`src/rtl/core/xcfp_pkg.sv`:
```
// Shared constants, codes and control types for the command frame parser.
`timescale 1ns / 1ps

package xcfp_pkg;

    localparam int MAX_PAYLOAD = 32;
    localparam int BUF_CAP     = (MAX_PAYLOAD > 32) ? 32 : MAX_PAYLOAD;
    localparam int ADDR_W      = (BUF_CAP > 1) ? $clog2(BUF_CAP) : 1;
    localparam int CNT_W       = $clog2(BUF_CAP + 1);

    localparam int BYTE_W      = 8;
    localparam int LEN_W       = 8;
    localparam int STATUS_W    = 2;
    localparam int OP_W        = 2;
    localparam int INDEX_W     = 5;
    localparam int CFG_IDX_W   = 8;

    localparam logic [BYTE_W-1:0] HEADER_RESET = 8'h3C;
    localparam logic [BYTE_W-1:0] READ_RESET   = 8'h01;
    localparam logic [BYTE_W-1:0] WRITE_RESET  = 8'h02;
    localparam logic [BYTE_W-1:0] LIST_RESET   = 8'h03;

    localparam logic [CFG_IDX_W-1:0] CFG_HEADER = 8'd0;
    localparam logic [CFG_IDX_W-1:0] CFG_READ   = 8'd1;
    localparam logic [CFG_IDX_W-1:0] CFG_WRITE  = 8'd2;
    localparam logic [CFG_IDX_W-1:0] CFG_LIST   = 8'd3;

    localparam logic [STATUS_W-1:0] ST_GOOD     = 2'd0;
    localparam logic [STATUS_W-1:0] ST_BAD_SUM  = 2'd1;
    localparam logic [STATUS_W-1:0] ST_OVERFLOW = 2'd2;

    localparam logic [OP_W-1:0] OP_LIST  = 2'd0;
    localparam logic [OP_W-1:0] OP_READ  = 2'd1;
    localparam logic [OP_W-1:0] OP_WRITE = 2'd2;

    typedef struct packed {
        logic hdr;
        logic op;
        logic target;
        logic len;
        logic data;
        logic check;
        logic replay;
    } xcfp_cmd_t;

    typedef struct packed {
        logic hdr_match;
        logic op_match;
        logic len_zero;
        logic data_last;
        logic out_free;
        logic replay_start;
        logic replay_end;
    } xcfp_status_t;

endpackage

```
`src/rtl/core/xcfp_ctrl.sv`:
```
// Frame parsing state machine: sequences the datapath one byte at a time.
`timescale 1ns / 1ps

module xcfp_ctrl
(
    input  logic                 clk,
    input  logic                 rst_n,
    input  logic                 in_valid,
    output logic                 in_ready,
    input  xcfp_pkg::xcfp_status_t st,
    output xcfp_pkg::xcfp_cmd_t    cmd
);
    import xcfp_pkg::*;

    localparam logic [2:0] S_HEADER = 3'd0;
    localparam logic [2:0] S_OP     = 3'd1;
    localparam logic [2:0] S_TARGET = 3'd2;
    localparam logic [2:0] S_LEN    = 3'd3;
    localparam logic [2:0] S_DATA   = 3'd4;
    localparam logic [2:0] S_CHECK  = 3'd5;
    localparam logic [2:0] S_REPLAY = 3'd6;

    logic [2:0] state_reg;
    logic [2:0] state_next;
    logic       accept;

    always_comb
    begin
        unique case (state_reg)
            S_REPLAY: in_ready = 1'b0;
            S_CHECK:  in_ready = st.out_free;
            default:  in_ready = 1'b1;
        endcase
    end

    assign accept = in_valid && in_ready;

    always_comb
    begin
        cmd        = '0;
        state_next = state_reg;
        unique case (state_reg)
            S_OP:
            begin
                cmd.op = accept;
                if (accept)
                begin
                    state_next = st.op_match ? S_TARGET : S_HEADER;
                end
            end
            S_TARGET:
            begin
                cmd.target = accept;
                if (accept)
                begin
                    state_next = S_LEN;
                end
            end
            S_LEN:
            begin
                cmd.len = accept;
                if (accept)
                begin
                    state_next = st.len_zero ? S_CHECK : S_DATA;
                end
            end
            S_DATA:
            begin
                cmd.data = accept;
                if (accept && st.data_last)
                begin
                    state_next = S_CHECK;
                end
            end
            S_CHECK:
            begin
                cmd.check = accept;
                if (accept)
                begin
                    state_next = st.replay_start ? S_REPLAY : S_HEADER;
                end
            end
            S_REPLAY:
            begin
                cmd.replay = 1'b1;
                if (st.replay_end)
                begin
                    state_next = S_HEADER;
                end
            end
            default:
            begin
                cmd.hdr    = accept && st.hdr_match;
                state_next = (accept && st.hdr_match) ? S_OP : S_HEADER;
            end
        endcase
    end

    always_ff @(posedge clk or negedge rst_n)
    begin
        if (!rst_n)
        begin
            state_reg <= S_HEADER;
        end
        else
        begin
            state_reg <= state_next;
        end
    end

    a_no_input_in_replay: assert property (@(posedge clk) disable iff (!rst_n)
        (state_reg == S_REPLAY) |-> !in_ready)
        else $error("input taken during replay");

    a_replay_entry: assert property (@(posedge clk) disable iff (!rst_n)
        (cmd.check && st.replay_start) |=> (state_reg == S_REPLAY))
        else $error("good frame did not start replay");

    a_replay_exit: assert property (@(posedge clk) disable iff (!rst_n)
        (cmd.replay && st.replay_end) |=> (state_reg == S_HEADER))
        else $error("replay did not return to header hunt");

endmodule

```
`src/rtl/core/xcfp_datapath.sv`:
```
// Frame datapath: config registers, held fields, checksum, payload buffer, result register.
`timescale 1ns / 1ps

module xcfp_datapath
(
    input  logic                               clk,
    input  logic                               rst_n,
    input  logic                               cfg_valid,
    input  logic [xcfp_pkg::CFG_IDX_W-1:0]     cfg_index,
    input  logic [xcfp_pkg::BYTE_W-1:0]        cfg_data,
    input  logic [xcfp_pkg::BYTE_W-1:0]        rx_byte,
    input  xcfp_pkg::xcfp_cmd_t                cmd,
    output xcfp_pkg::xcfp_status_t             st,
    output logic                               out_valid,
    input  logic                               out_ready,
    output logic [xcfp_pkg::STATUS_W-1:0]      status,
    output logic [xcfp_pkg::OP_W-1:0]          op_kind,
    output logic [xcfp_pkg::BYTE_W-1:0]        target,
    output logic [xcfp_pkg::LEN_W-1:0]         payload_len,
    output logic                               has_payload,
    output logic [xcfp_pkg::INDEX_W-1:0]       byte_index,
    output logic [xcfp_pkg::BYTE_W-1:0]        payload_byte,
    output logic                               last
);
    import xcfp_pkg::*;

    logic [BYTE_W-1:0]   header_reg;
    logic [BYTE_W-1:0]   read_code_reg;
    logic [BYTE_W-1:0]   write_code_reg;
    logic [BYTE_W-1:0]   list_code_reg;

    logic [OP_W-1:0]     op_reg;
    logic [BYTE_W-1:0]   target_reg;
    logic [LEN_W-1:0]    len_reg;
    logic [LEN_W-1:0]    rem_reg;
    logic [BYTE_W-1:0]   xor_reg;
    logic                ovf_reg;

    logic [BYTE_W-1:0]   store [BUF_CAP];
    logic [BYTE_W-1:0]   rd_data_reg;
    logic                rd_vld_reg;
    logic [CNT_W-1:0]    rd_idx_reg;
    logic [CNT_W-1:0]    ld_idx_reg;

    logic                out_valid_reg;
    logic [STATUS_W-1:0] out_status_reg;
    logic [OP_W-1:0]     out_op_reg;
    logic [BYTE_W-1:0]   out_target_reg;
    logic [LEN_W-1:0]    out_len_reg;
    logic                out_has_reg;
    logic [INDEX_W-1:0]  out_index_reg;
    logic [BYTE_W-1:0]   out_byte_reg;
    logic                out_last_reg;

    logic [OP_W-1:0]     op_code;
    logic [LEN_W-1:0]    wr_idx;
    logic                wr_in_cap;
    logic                sum_ok;
    logic                out_free;
    logic                out_load;
    logic                rd_issue;
    logic                ld_last;
    logic                single;

    always_ff @(posedge clk or negedge rst_n)
    begin
        if (!rst_n)
        begin
            header_reg     <= HEADER_RESET;
            read_code_reg  <= READ_RESET;
            write_code_reg <= WRITE_RESET;
            list_code_reg  <= LIST_RESET;
        end
        else if (cfg_valid)
        begin
            unique case (cfg_index)
                CFG_HEADER: header_reg     <= cfg_data;
                CFG_READ:   read_code_reg  <= cfg_data;
                CFG_WRITE:  write_code_reg <= cfg_data;
                CFG_LIST:   list_code_reg  <= cfg_data;
                default:    ;
            endcase
        end
    end

    // list wins over read, read over write
    always_comb
    begin
        if (rx_byte == list_code_reg)
        begin
            op_code = OP_LIST;
        end
        else if (rx_byte == read_code_reg)
        begin
            op_code = OP_READ;
        end
        else if (rx_byte == write_code_reg)
        begin
            op_code = OP_WRITE;
        end
        else
        begin
            op_code = OP_LIST;
        end
    end

    assign wr_idx    = len_reg - rem_reg;
    assign wr_in_cap = wr_idx < LEN_W'(BUF_CAP);
    assign sum_ok    = (xor_reg == rx_byte);
    assign out_free  = !out_valid_reg || out_ready;
    assign out_load  = cmd.replay && rd_vld_reg && out_free;
    assign rd_issue  = cmd.replay && (LEN_W'(rd_idx_reg) < len_reg)
                       && (!rd_vld_reg || out_load);
    assign ld_last   = (LEN_W'(ld_idx_reg + CNT_W'(1)) == len_reg);
    assign single    = cmd.check && !st.replay_start;

    assign st.hdr_match    = (rx_byte == header_reg);
    assign st.op_match     = (rx_byte == list_code_reg) || (rx_byte == read_code_reg)
                             || (rx_byte == write_code_reg);
    assign st.len_zero     = (rx_byte == '0);
    assign st.data_last    = (rem_reg == LEN_W'(1));
    assign st.out_free     = out_free;
    assign st.replay_start = !ovf_reg && sum_ok && (len_reg != '0);
    assign st.replay_end   = out_load && ld_last;

    always_ff @(posedge clk or negedge rst_n)
    begin
        if (!rst_n)
        begin
            op_reg     <= OP_LIST;
            target_reg <= '0;
            len_reg    <= '0;
            rem_reg    <= '0;
            xor_reg    <= '0;
            ovf_reg    <= 1'b0;
        end
        else
        begin
            if (cmd.hdr)
            begin
                xor_reg <= rx_byte;
                ovf_reg <= 1'b0;
            end
            if (cmd.op)
            begin
                xor_reg <= xor_reg ^ rx_byte;
                op_reg  <= op_code;
            end
            if (cmd.target)
            begin
                xor_reg    <= xor_reg ^ rx_byte;
                target_reg <= rx_byte;
            end
            if (cmd.len)
            begin
                xor_reg <= xor_reg ^ rx_byte;
                len_reg <= rx_byte;
                rem_reg <= rx_byte;
            end
            if (cmd.data)
            begin
                xor_reg <= xor_reg ^ rx_byte;
                rem_reg <= rem_reg - LEN_W'(1);
                if (!wr_in_cap)
                begin
                    ovf_reg <= 1'b1;
                end
            end
        end
    end

    always_ff @(posedge clk)
    begin
        if (cmd.data && wr_in_cap)
        begin
            store[wr_idx[ADDR_W-1:0]] <= rx_byte;
        end
    end

    always_ff @(posedge clk)
    begin
        if (rd_issue)
        begin
            rd_data_reg <= store[rd_idx_reg[ADDR_W-1:0]];
        end
    end

    always_ff @(posedge clk or negedge rst_n)
    begin
        if (!rst_n)
        begin
            rd_vld_reg <= 1'b0;
            rd_idx_reg <= '0;
            ld_idx_reg <= '0;
        end
        else if (cmd.check)
        begin
            rd_vld_reg <= 1'b0;
            rd_idx_reg <= '0;
            ld_idx_reg <= '0;
        end
        else
        begin
            if (rd_issue)
            begin
                rd_vld_reg <= 1'b1;
                rd_idx_reg <= rd_idx_reg + CNT_W'(1);
            end
            else if (out_load)
            begin
                rd_vld_reg <= 1'b0;
            end
            if (out_load)
            begin
                ld_idx_reg <= ld_idx_reg + CNT_W'(1);
            end
        end
    end

    always_ff @(posedge clk or negedge rst_n)
    begin
        if (!rst_n)
        begin
            out_valid_reg <= 1'b0;
        end
        else if (single || out_load)
        begin
            out_valid_reg <= 1'b1;
        end
        else if (out_ready)
        begin
            out_valid_reg <= 1'b0;
        end
    end

    always_ff @(posedge clk)
    begin
        if (single)
        begin
            out_status_reg <= ovf_reg ? ST_OVERFLOW : (sum_ok ? ST_GOOD : ST_BAD_SUM);
            out_op_reg     <= op_reg;
            out_target_reg <= target_reg;
            out_len_reg    <= len_reg;
            out_has_reg    <= 1'b0;
            out_index_reg  <= '0;
            out_byte_reg   <= '0;
            out_last_reg   <= 1'b1;
        end
        else if (out_load)
        begin
            out_status_reg <= ST_GOOD;
            out_op_reg     <= op_reg;
            out_target_reg <= target_reg;
            out_len_reg    <= len_reg;
            out_has_reg    <= 1'b1;
            out_index_reg  <= INDEX_W'(ld_idx_reg);
            out_byte_reg   <= rd_data_reg;
            out_last_reg   <= ld_last;
        end
    end

    assign out_valid    = out_valid_reg;
    assign status       = out_status_reg;
    assign op_kind      = out_op_reg;
    assign target       = out_target_reg;
    assign payload_len  = out_len_reg;
    assign has_payload  = out_has_reg;
    assign byte_index   = out_index_reg;
    assign payload_byte = out_byte_reg;
    assign last         = out_last_reg;

    a_single_result: assert property (@(posedge clk) disable iff (!rst_n)
        single |=> (out_valid_reg && out_last_reg && !out_has_reg))
        else $error("error or empty frame result not registered");

    a_read_ahead_bound: assert property (@(posedge clk) disable iff (!rst_n)
        cmd.replay |-> (ld_idx_reg <= rd_idx_reg) && (LEN_W'(rd_idx_reg) <= len_reg))
        else $error("replay counters out of order");

    a_no_overflow_replay: assert property (@(posedge clk) disable iff (!rst_n)
        cmd.replay |-> !ovf_reg && (len_reg <= LEN_W'(BUF_CAP)))
        else $error("replay of an overflowed frame");

endmodule

```
`src/rtl/core/xor_checked_command_frame_parser_top.sv`:
```
// Top level of the XOR-checked command frame parser.
//
//   channel   handshake               payload
//   input     in_valid / in_ready     rx_byte
//   result    out_valid / out_ready   status, op_kind, target, payload_len,
//                                     has_payload, byte_index, payload_byte, last
//   config    cfg_valid / cfg_ready   cfg_index, cfg_data
//
// Bytes are taken while in_ready is high; the checksum byte waits until the
// result register is free. A good frame with payload then holds off input
// while it replays: the buffer's registered read port is primed first,
// then one item per cycle; output stalls pause the replay.
// Reset returns to header hunting with default codes; the buffer is not cleared.
`timescale 1ns / 1ps

module xor_checked_command_frame_parser_top
(
    input  logic                               clk,
    input  logic                               rst_n,
    input  logic                               cfg_valid,
    output logic                               cfg_ready,
    input  logic [xcfp_pkg::CFG_IDX_W-1:0]     cfg_index,
    input  logic [xcfp_pkg::BYTE_W-1:0]        cfg_data,
    input  logic                               in_valid,
    output logic                               in_ready,
    input  logic [xcfp_pkg::BYTE_W-1:0]        rx_byte,
    output logic                               out_valid,
    input  logic                               out_ready,
    output logic [xcfp_pkg::STATUS_W-1:0]      status,
    output logic [xcfp_pkg::OP_W-1:0]          op_kind,
    output logic [xcfp_pkg::BYTE_W-1:0]        target,
    output logic [xcfp_pkg::LEN_W-1:0]         payload_len,
    output logic                               has_payload,
    output logic [xcfp_pkg::INDEX_W-1:0]       byte_index,
    output logic [xcfp_pkg::BYTE_W-1:0]        payload_byte,
    output logic                               last
);
    import xcfp_pkg::*;

    xcfp_cmd_t    cmd;
    xcfp_status_t st;

    assign cfg_ready = 1'b1;

    xcfp_ctrl u_ctrl
    (
        .clk      (clk),
        .rst_n    (rst_n),
        .in_valid (in_valid),
        .in_ready (in_ready),
        .st       (st),
        .cmd      (cmd)
    );

    xcfp_datapath u_datapath
    (
        .clk          (clk),
        .rst_n        (rst_n),
        .cfg_valid    (cfg_valid),
        .cfg_index    (cfg_index),
        .cfg_data     (cfg_data),
        .rx_byte      (rx_byte),
        .cmd          (cmd),
        .st           (st),
        .out_valid    (out_valid),
        .out_ready    (out_ready),
        .status       (status),
        .op_kind      (op_kind),
        .target       (target),
        .payload_len  (payload_len),
        .has_payload  (has_payload),
        .byte_index   (byte_index),
        .payload_byte (payload_byte),
        .last         (last)
    );

endmodule
```
`config.mk`:
```
export PLATFORM = sky130hd
export DESIGN_NAME = xor_checked_command_frame_parser_top
export DESIGN_NICKNAME = d
export VERILOG_FILES = /design/src/rtl/core/xcfp_pkg.sv /design/src/rtl/core/xcfp_ctrl.sv /design/src/rtl/core/xcfp_datapath.sv /design/src/rtl/core/xor_checked_command_frame_parser_top.sv
export SDC_FILE = /design/constraint.sdc
export NUM_CORES = 1
export LEC_CHECK = 0
export ABC_AREA = 0
export BUFFER_PORTS_ARGS = -buffer_cell sky130_fd_sc_hd__clkbuf_2
export CAP_MARGIN = 20
export CORE_MARGIN = 2
export CORE_UTILIZATION = 35
export DETAILED_ROUTE_END_ITERATION = 10
export SLEW_MARGIN = 20
export SYNTH_ARGS = -nofsm -noshare
export SYNTH_HDL_FRONTEND = slang
export SYNTH_SLANG_ARGS = --single-unit
```
`constraint.sdc`:
```
create_clock -name clk -period 8 [get_ports clk]
set_input_delay 0.4 -clock clk [delete_from_list [all_inputs] [get_ports clk]]
set_output_delay 0.4 -clock clk [all_outputs]
set_load 0.03 [all_outputs]
```
==> flow_metrics.py, run 1 <==
metrics = {
    "synthesis": {
        "synth_ff_type": "edfxtp_1",
        "async_flop_share": 0.219,
        "synth_compound_area_frac": 0.0427,
        "synthMuxAreaShare": 0.148,
        "syn_area_per_cell_um2": 16.2,
        "yosysSeqAreaShare": 0.675,
        "synth_cell_type_count": 64,
        "synth_area_um2": 16200,
        "synthAdderAreaFrac": 0.0136,
        "synthCells": 998,
        "synth_edf_count": 284,
        "synth_top_family_by_area": "multiplexers",
        "synth.ff_latch_count": 383,
        "yosys.area_share.simple": 0.0706,
        "syn_nets": 1044,
        "synth_xor_area_frac": 0.0303,
        "yosys_warnings": 0,
    },
    "worst_setup_path": {
        "reg2reg_from": "u_datapath.len_reg[0]",
        "cp-start-kind": "flop",
        "cpPeakStageDelay_ns": 0.61,
        "required_ns": 8.25,
        "critical_path_class": "flop to flop",
        "path_cells": "inv_1 > ha_1 > fa_1 > nor2b_1 > o21ai_1 > a211o_1 > o211a_1 > nor4_1 > buf_4",
        "endpoint_kind": "flop",
        "slowest_stage": "nor4_1",
        "arrival_ns": 3.75,
        "reg2reg_depth": 9,
        "crit_buf_inv": 2,
        "worstReg2RegEnd": "u_datapath.store[24][4]",
        "cp_top_family": "compound AO/OA/AOI/OAI gates",
        "crit_cells": 9,
        "critPathMaxFanout": 33,
        "r2r_slack_ns": 4.50,
    },
    "power_and_ir_drop": {
        "powerDensity_nw_per_um2": 350,
        "irDropWorstVdd_v": 0.000233,
        "p_leak_nw": 6.66,
    },
    "timing": {
        "fin_crit_sh": 0.438,
        "fin_tns_setup_ns": 0,
        "grt_setup_unrepaired": "false",
        "fmax_mhz": 286,
        "max_slew_margin": 0.228,
        "fin_worst_skew_ns": 0.0264,
        "hold_viol": 0,
        "tightestPinTransition_ns": 1.16,
        "setup_violations": 0,
        "final_max_slew_viol_count": 0,
        "post-route-min-period_ns": 3.50,
    },
    "global_routing": {
        "antenna_found_initial": 2,
        "track_usage": 0.158,
        "gr-total-overflow": 0,
        "grt_max_degree": 70,
        "grt_pass1_wl_mm": 56.3,
        "grt_pass1_vias": 8945,
    },
    "floorplanning": {
        "core_area_um2": 45600,
        "die_width_um": 219,
        "die_y_um": 219,
        "floorplan.rows": 78,
        "ios": 67,
        "dieArea_um2": 48000,
        "start_util": 0.355,
    },
    "routing": {
        "dr.first_iter.drc_count": 741,
        "routedWlPerCell_um": 21.7,
        "drt_drc_violations_left": 0,
        "first_pass_iters": 5,
        "vias": 9051,
        "drt-total-wl_mm": 37.5,
        "viasPerCell": 5.23,
        "ant_nets": 0,
    },
    "placed_design": {
        "place.gp.congestion": 0.798,
        "portBuffers": 65,
        "dpl.cell_count": 1658,
        "hpwl_mm": 23.9,
    },
    "final_layout": {
        "final_cells": 1731,
        "seqCellArea_um2": 10900,
        "num-nets-final": 1146,
        "layout_commonest_cell": "edfxtp_1",
        "largest_reg_flops": 256,
        "drive_above_1_share": 0.283,
        "fill_cells": 4020,
        "multi_input_comb_area_um2": 4950,
        "area_growth_pct": 16.0,
        "layout_common_cells": "edfxtp_1 (284), mux4_2 (80), dfrtp_1 (74), nand2_1 (72), clkbuf_2 (64)",
    },
    "clock_tree": {
        "clockRootBuffer": "clkbuf_16",
        "max-clock-path-buffers": 3,
        "clock_latency_ns": 0.55,
        "cts_sinks": 383,
        "post_cts_buffers": 0,
        "htreeDepth": 2,
        "cts_tree": "yes",
        "cts.reportedPaths.clkPinSlew_ns": 0.06,
        "cts_inserted_buffers": 39,
    },
    "worst_hold_path": {
        "hold_start": "cfg_data[6]",
        "min_path_type": "input pin to flop",
        "min_path_cells": 2,
        "hold_end": "u_datapath.list_code_reg[6]",
    },
    "run_status": {
        "status": "finished clean",
    },
    "job": {
        "drv_cap": 0,
    },
}
-- layer usage --
layer  GRT usage  share of wire  vias up
met1       0.218           0.44     4640
met3      0.0266          0.053       57
met2       0.256           0.48      257
li1            -              -     4095
met5           0        0.00032        -
met4      0.0516          0.026        2
-- metrics by stage --
stage               setup WS [ns]  utilization  power, W  hold WS, ns  area (µm²)
global route                 4.28        0.412   0.00691        0.158       18800
CTS                          4.53        0.412   0.00664        0.133       18800
finish                       4.50        0.412   0.00658        0.152       18800
detailed placement           4.54        0.382   0.00473        0.289       17400
global placement             4.58        0.382   0.00469        0.283       17400
floorplan                    4.69            -   0.00418        0.104       16200
-- kinds of logic (layout without fill, tap and decap cells) --
kind of cell               Yosys count  in the layout
muxes                              133            133
xor gates and xnor gates            56             56
other                                1              2
and+or+nand+nor                    224            224
AOI/OAI and AO/OA                  109            109
adders and majority gates           17             17
DFF                                383            383
buffers and inverters               75            207
-- final cells by class --
class,count,share of cell area
repair buffers,115,0.0376
clock inverters,24,0.0163
clock buffers,47,0.0552
inverters,21,0.00420
well taps,600,0.0400
flip-flops and latches,383,0.583
diodes,1,0.000133
multi-input cells,540,0.264
-- report_power, final --
| part | switching (W) | internal (W) | leakage, nW |
|---|---|---|---|
| clock | 0.000750 | 0.00115 | 0.654 |
| combinational | 0.00118 | 0.000826 | 2.26 |
| sequential | 0.000279 | 0.00239 | 3.74 |
| total | 0.00221 | 0.00437 | 6.66 |
-- worst reg2reg max path, cell delays in order, from the launching register on --
cell and delay, ns:
dfrtp_1 0.52, inv_1 0.10, ha_1 0.24, fa_1 0.50, nor2b_1 0.14, o21ai_1 0.09, a211o_1 0.27, o211a_1 0.46
nor4_1 0.62, buf_4 0.27
-- synthesized netlist by cell type, types with 4 or more instances --
master / n / area [µm²]
nor2b_1: 9 / 56.3
nand3_1: 19 / 95.1
dfstp_2: 8 / 210
buf_2: 10 / 50.1
nand3b_1: 4 / 30.0
nor4_1: 39 / 244
nor2_1: 35 / 131
a21oi_1: 35 / 175
xor2_1: 30 / 263
dfxtp_1: 15 / 300
nand2_1: 72 / 270
inv_1: 21 / 78.8
ha_1: 16 / 200
a311oi_1: 5 / 43.8
mux4_2: 80 / 1800
nand4_1: 9 / 56.3
nand2b_1: 8 / 50.1
mux2_2: 48 / 541
o21ai_0: 30 / 150
buf_1: 7 / 26.3
edfxtp_1: 284 / 8530
xnor2_1: 26 / 228
o211ai_1: 7 / 52.6
a21o_1: 4 / 30.0
dfrtp_1: 76 / 1900
nor3_1: 7 / 35.0
clkbuf_1: 33 / 124
or3_1: 5 / 31.3
mux2i_1: 5 / 50.1
-- worst max-delay path by stage --
stage,start,end,slack [ns]
6_report,u_datapath.len_reg[0],u_datapath.store[24][4],4.50
5_1_grt,u_datapath.len_reg[0],u_datapath.store[26][4],4.28
4_1_cts,u_datapath.len_reg[0],u_datapath.store[26][3],4.53
3_5_place_dp,u_datapath.len_reg[0],u_datapath.store[26][4],4.54
3_3_place_gp,u_datapath.len_reg[0],u_datapath.store[27][4],4.58
2_1_floorplan,u_datapath.len_reg[0],u_datapath.store[0][0],4.69
-- timing repair --
item	in CTS	in global routing
hold buffers	1	0
hold endpoints to repair	16	0
gates resized for setup	0	0
setup endpoints to repair	0	0
No activity file was read; power rests on OpenSTA's default activity.
==> inputs of run 2 (changes only) <==
--- a/config.mk
+++ b/config.mk
@@ -5,7 +5,7 @@
 export SDC_FILE = /design/constraint.sdc
 export NUM_CORES = 1
 export LEC_CHECK = 0
-export ABC_AREA = 0
+export ABC_AREA = 1
 export BUFFER_PORTS_ARGS = -buffer_cell sky130_fd_sc_hd__clkbuf_2
 export CAP_MARGIN = 20
 export CORE_MARGIN = 2
==> constraint.sdc (replaced) <==
create_clock -name clk -period 3.2 [get_ports clk]
set_input_delay 0.16 -clock clk [delete_from_list [all_inputs] [get_ports clk]]
set_output_delay 0.16 -clock clk [all_outputs]
set_load 0.03 [all_outputs]
==> run 2 against run 1 <==
Maximum frequency increased by 18%. First-iteration DRC count up 60%. Global-route usage rose by 1.6 points. Non-clock buffer count is 27 higher. Setup slack got worse by 4.3 ns. Highest routed layer unchanged. Largest cell class unchanged. Via count grew 32%. Die area is 4.3% higher. Sequential cell count is the same. Sequential power increased by 100%. Cell count rose by 37%.
==> flow_metrics.py, run 2 <==
metrics = {
    "run_status": {
        "status": "finished clean",
    },
    "power_and_ir_drop": {
        "irDropWorstVdd_v": 0.000340,
        "powerDensity_nw_per_um2": 535,
        "p_leak_nw": 7.64,
        "total_power_w": 0.0105,
    },
    "worst_setup_path": {
        "cp-start-kind": "flop",
        "endpoint_kind": "flop",
        "slowest_stage": "fa_1",
        "cpPeakStageDelay_ns": 0.47,
        "crit_path_frequent_cell": "inv_1",
        "required_ns": 3.46,
        "path_cells": "inv_1 > ha_1 > fa_1 > inv_1 > nand3_1 > nand2_1 > xor2_2 > inv_1 > nor3_2 > nand2_1 > nor2_1 > buf_4",
        "critPathMaxFanout": 8,
        "arrival_ns": 3.21,
        "critical_path_class": "flop to flop",
    },
    "synthesis": {
        "yosysSeqAreaShare": 0.647,
        "synth_area_leaders": "edfxtp_1 (50%), dfrtp_1 (11%), nand2_1 (7.0%)",
        "synth.ff_latch_count": 383,
        "syn_area_per_cell_um2": 10.5,
        "yosys.area.top_type": "edfxtp_1",
        "yosysMostFrequentCell": "nand2_1",
        "synthAdderAreaFrac": 0.0130,
        "synthMuxAreaShare": 0,
        "synth_compound_area_frac": 0.103,
        "synth_area_um2": 16900,
        "yosys-top-cells-count": "nand2_1 (315), edfxtp_1 (284), nor2_1 (237)",
        "synth_ff_type": "edfxtp_1",
        "yosys.area_share.simple": 0.167,
        "synth_cell_type_count": 51,
        "syn_nets": 1656,
        "async_flop_share": 0.219,
        "synthCells": 1610,
        "synth_edf_count": 284,
        "yosysTopAreaCellShare": 0.504,
        "synth_xor_area_frac": 0.0232,
        "yosys_warnings": 0,
        "synth_top_family_by_area": "simple AND/OR/NAND/NOR gates",
    },
    "clock_tree": {
        "post_cts_buffers": 0,
        "clock_latency_ns": 0.58,
        "clockRootBuffer": "clkbuf_16",
        "max-clock-path-buffers": 3,
        "cts_inserted_buffers": 41,
        "cts_tree": "yes",
        "cts_sinks": 383,
        "htreeDepth": 2,
        "cts.reportedPaths.clkPinSlew_ns": 0.06,
    },
    "final_layout": {
        "final_core_util": 0.412,
        "multi_input_comb_area_um2": 5190,
        "seqCellArea_um2": 10900,
        "num-nets-final": 1766,
        "fill_cells": 4484,
        "layout_commonest_cell": "nand2_1",
        "layout_common_cells": "nand2_1 (315), edfxtp_1 (284), nor2_1 (237), o21ai_0 (189), inv_1 (97)",
        "diodes": 0,
        "area_growth_pct": 16.3,
        "largest_reg_flops": 256,
        "drive_above_1_share": 0.144,
    },
    "timing": {
        "max_slew_margin": 0.433,
        "post-route-min-period_ns": 2.96,
        "fin_worst_skew_ns": 0.0331,
        "hold_viol": 0,
        "grt_setup_unrepaired": "false",
        "fin_tns_setup_ns": 0,
        "fmax_mhz": 338,
        "setup_violations": 0,
        "fin_crit_sh": 0.923,
        "final_max_slew_viol_count": 0,
        "tightestPinTransition_ns": 0.850,
    },
    "routing": {
        "drt_drc_violations_left": 0,
        "first_pass_iters": 5,
        "ant_nets": 0,
        "drt-total-wl_mm": 43.5,
        "viasPerCell": 5.06,
        "dr.first_iter.drc_count": 1186,
        "vias": 12000,
        "routedWlPerCell_um": 18.4,
    },
    "floorplanning": {
        "dieArea_um2": 50100,
        "floorplan.rows": 80,
        "core_area_um2": 47700,
        "start_util": 0.354,
        "ios": 67,
        "die_y_um": 224,
        "die_width_um": 224,
    },
    "worst_hold_path": {
        "min_path_type": "input pin to asynchronous set/reset pin",
    },
    "global_routing": {
        "grt_pass1_wl_mm": 67.0,
        "grt_pass1_vias": 11700,
        "grt_max_degree": 80,
        "track_usage": 0.174,
        "gr-total-overflow": 0,
        "antenna_found_initial": 5,
    },
    "placed_design": {
        "hpwl_mm": 28.4,
        "place.gp.congestion": 0.872,
        "portBuffers": 65,
    },
    "job": {
        "drv_cap": 0,
    },
}
==> run 2: worst paths after layout <==
check / from / endpoint / slack, ns / cells past startpoint
worst min-delay path: rst_n / u_datapath.out_valid / 0.03 / 2
max in group asynchronous: rst_n / u_datapath.header_reg[2] / 2.33 / 3
worst max register to register: u_datapath.len_reg[0] / u_datapath.store[4][1] / 0.24 / 12
worst min register to register: u_datapath.target_reg[4] / u_datapath.target[4] / 0.45 / 0
min in group clk: rx_byte[5] / u_datapath.xor_reg[5] / 0.12 / 5
worst max-delay path: u_datapath.len_reg[0] / u_datapath.store[4][1] / 0.24 / 12
==> run 2: cell type report <==
type	instances	area share
Clock buffer	46	0.0547
Clock inverter	29	0.0154
Inverter	111	0.0213
Multi-Input combinational cell	1041	0.264
Sequential cell	383	0.556
Tap cell	615	0.0391
Timing Repair Buffer	142	0.0492
==> run 2: repair_timing <==
action,CTS,global route
hold buffers,10,0
hold endpoints to repair,109,0
gates resized for setup,0,0
==> run 2: logic make-up after synthesis <==
family                     Yosys count
DFF                                383
adders and majority gates           17
xor gates and xnor gates            43
other                                1
AOI/OAI and AO/OA                  305
and+or+nand+nor                    675
buffers and inverters              186
==> run 2: worst max-delay path: cells and delay by family (launching register included) <==
family	cells	cell delay, ns
buffers and inverters	4	0.53
xor gates and xnor gates	1	0.24
adders and majority gates	2	0.70
and+or+nand+nor	5	0.80
DFF	1	0.38
==> run 2: power by group <==
group,switching [W],total (W),internal [W]
logic,0.000200,0.000290,0.0000904
registers,0.0000271,0.00540,0.00537
clock network,0.00199,0.00484,0.00284
==> run 2: stage by stage <==
stage,instance area [µm²],instances,hold WS (ns),setup WS (ns)
detailed placement,18200,2282,0.0778,0.304
floorplan,16900,1610,-0.136,0.431
finish,19700,2367,0.0303,0.245
global placement,18200,2282,0.0770,0.345
CTS,19700,2367,0.00890,0.263
global route,19700,2367,0.0467,0.0131
==> run 2: metal layers <==
layer	global-route usage	vias up	part of all wire
met5	0	-	0.0011
met4	0.0643	8	0.026
met1	0.227	5771	0.43
met2	0.285	366	0.48
li1	-	5764	-
met3	0.0399	73	0.067
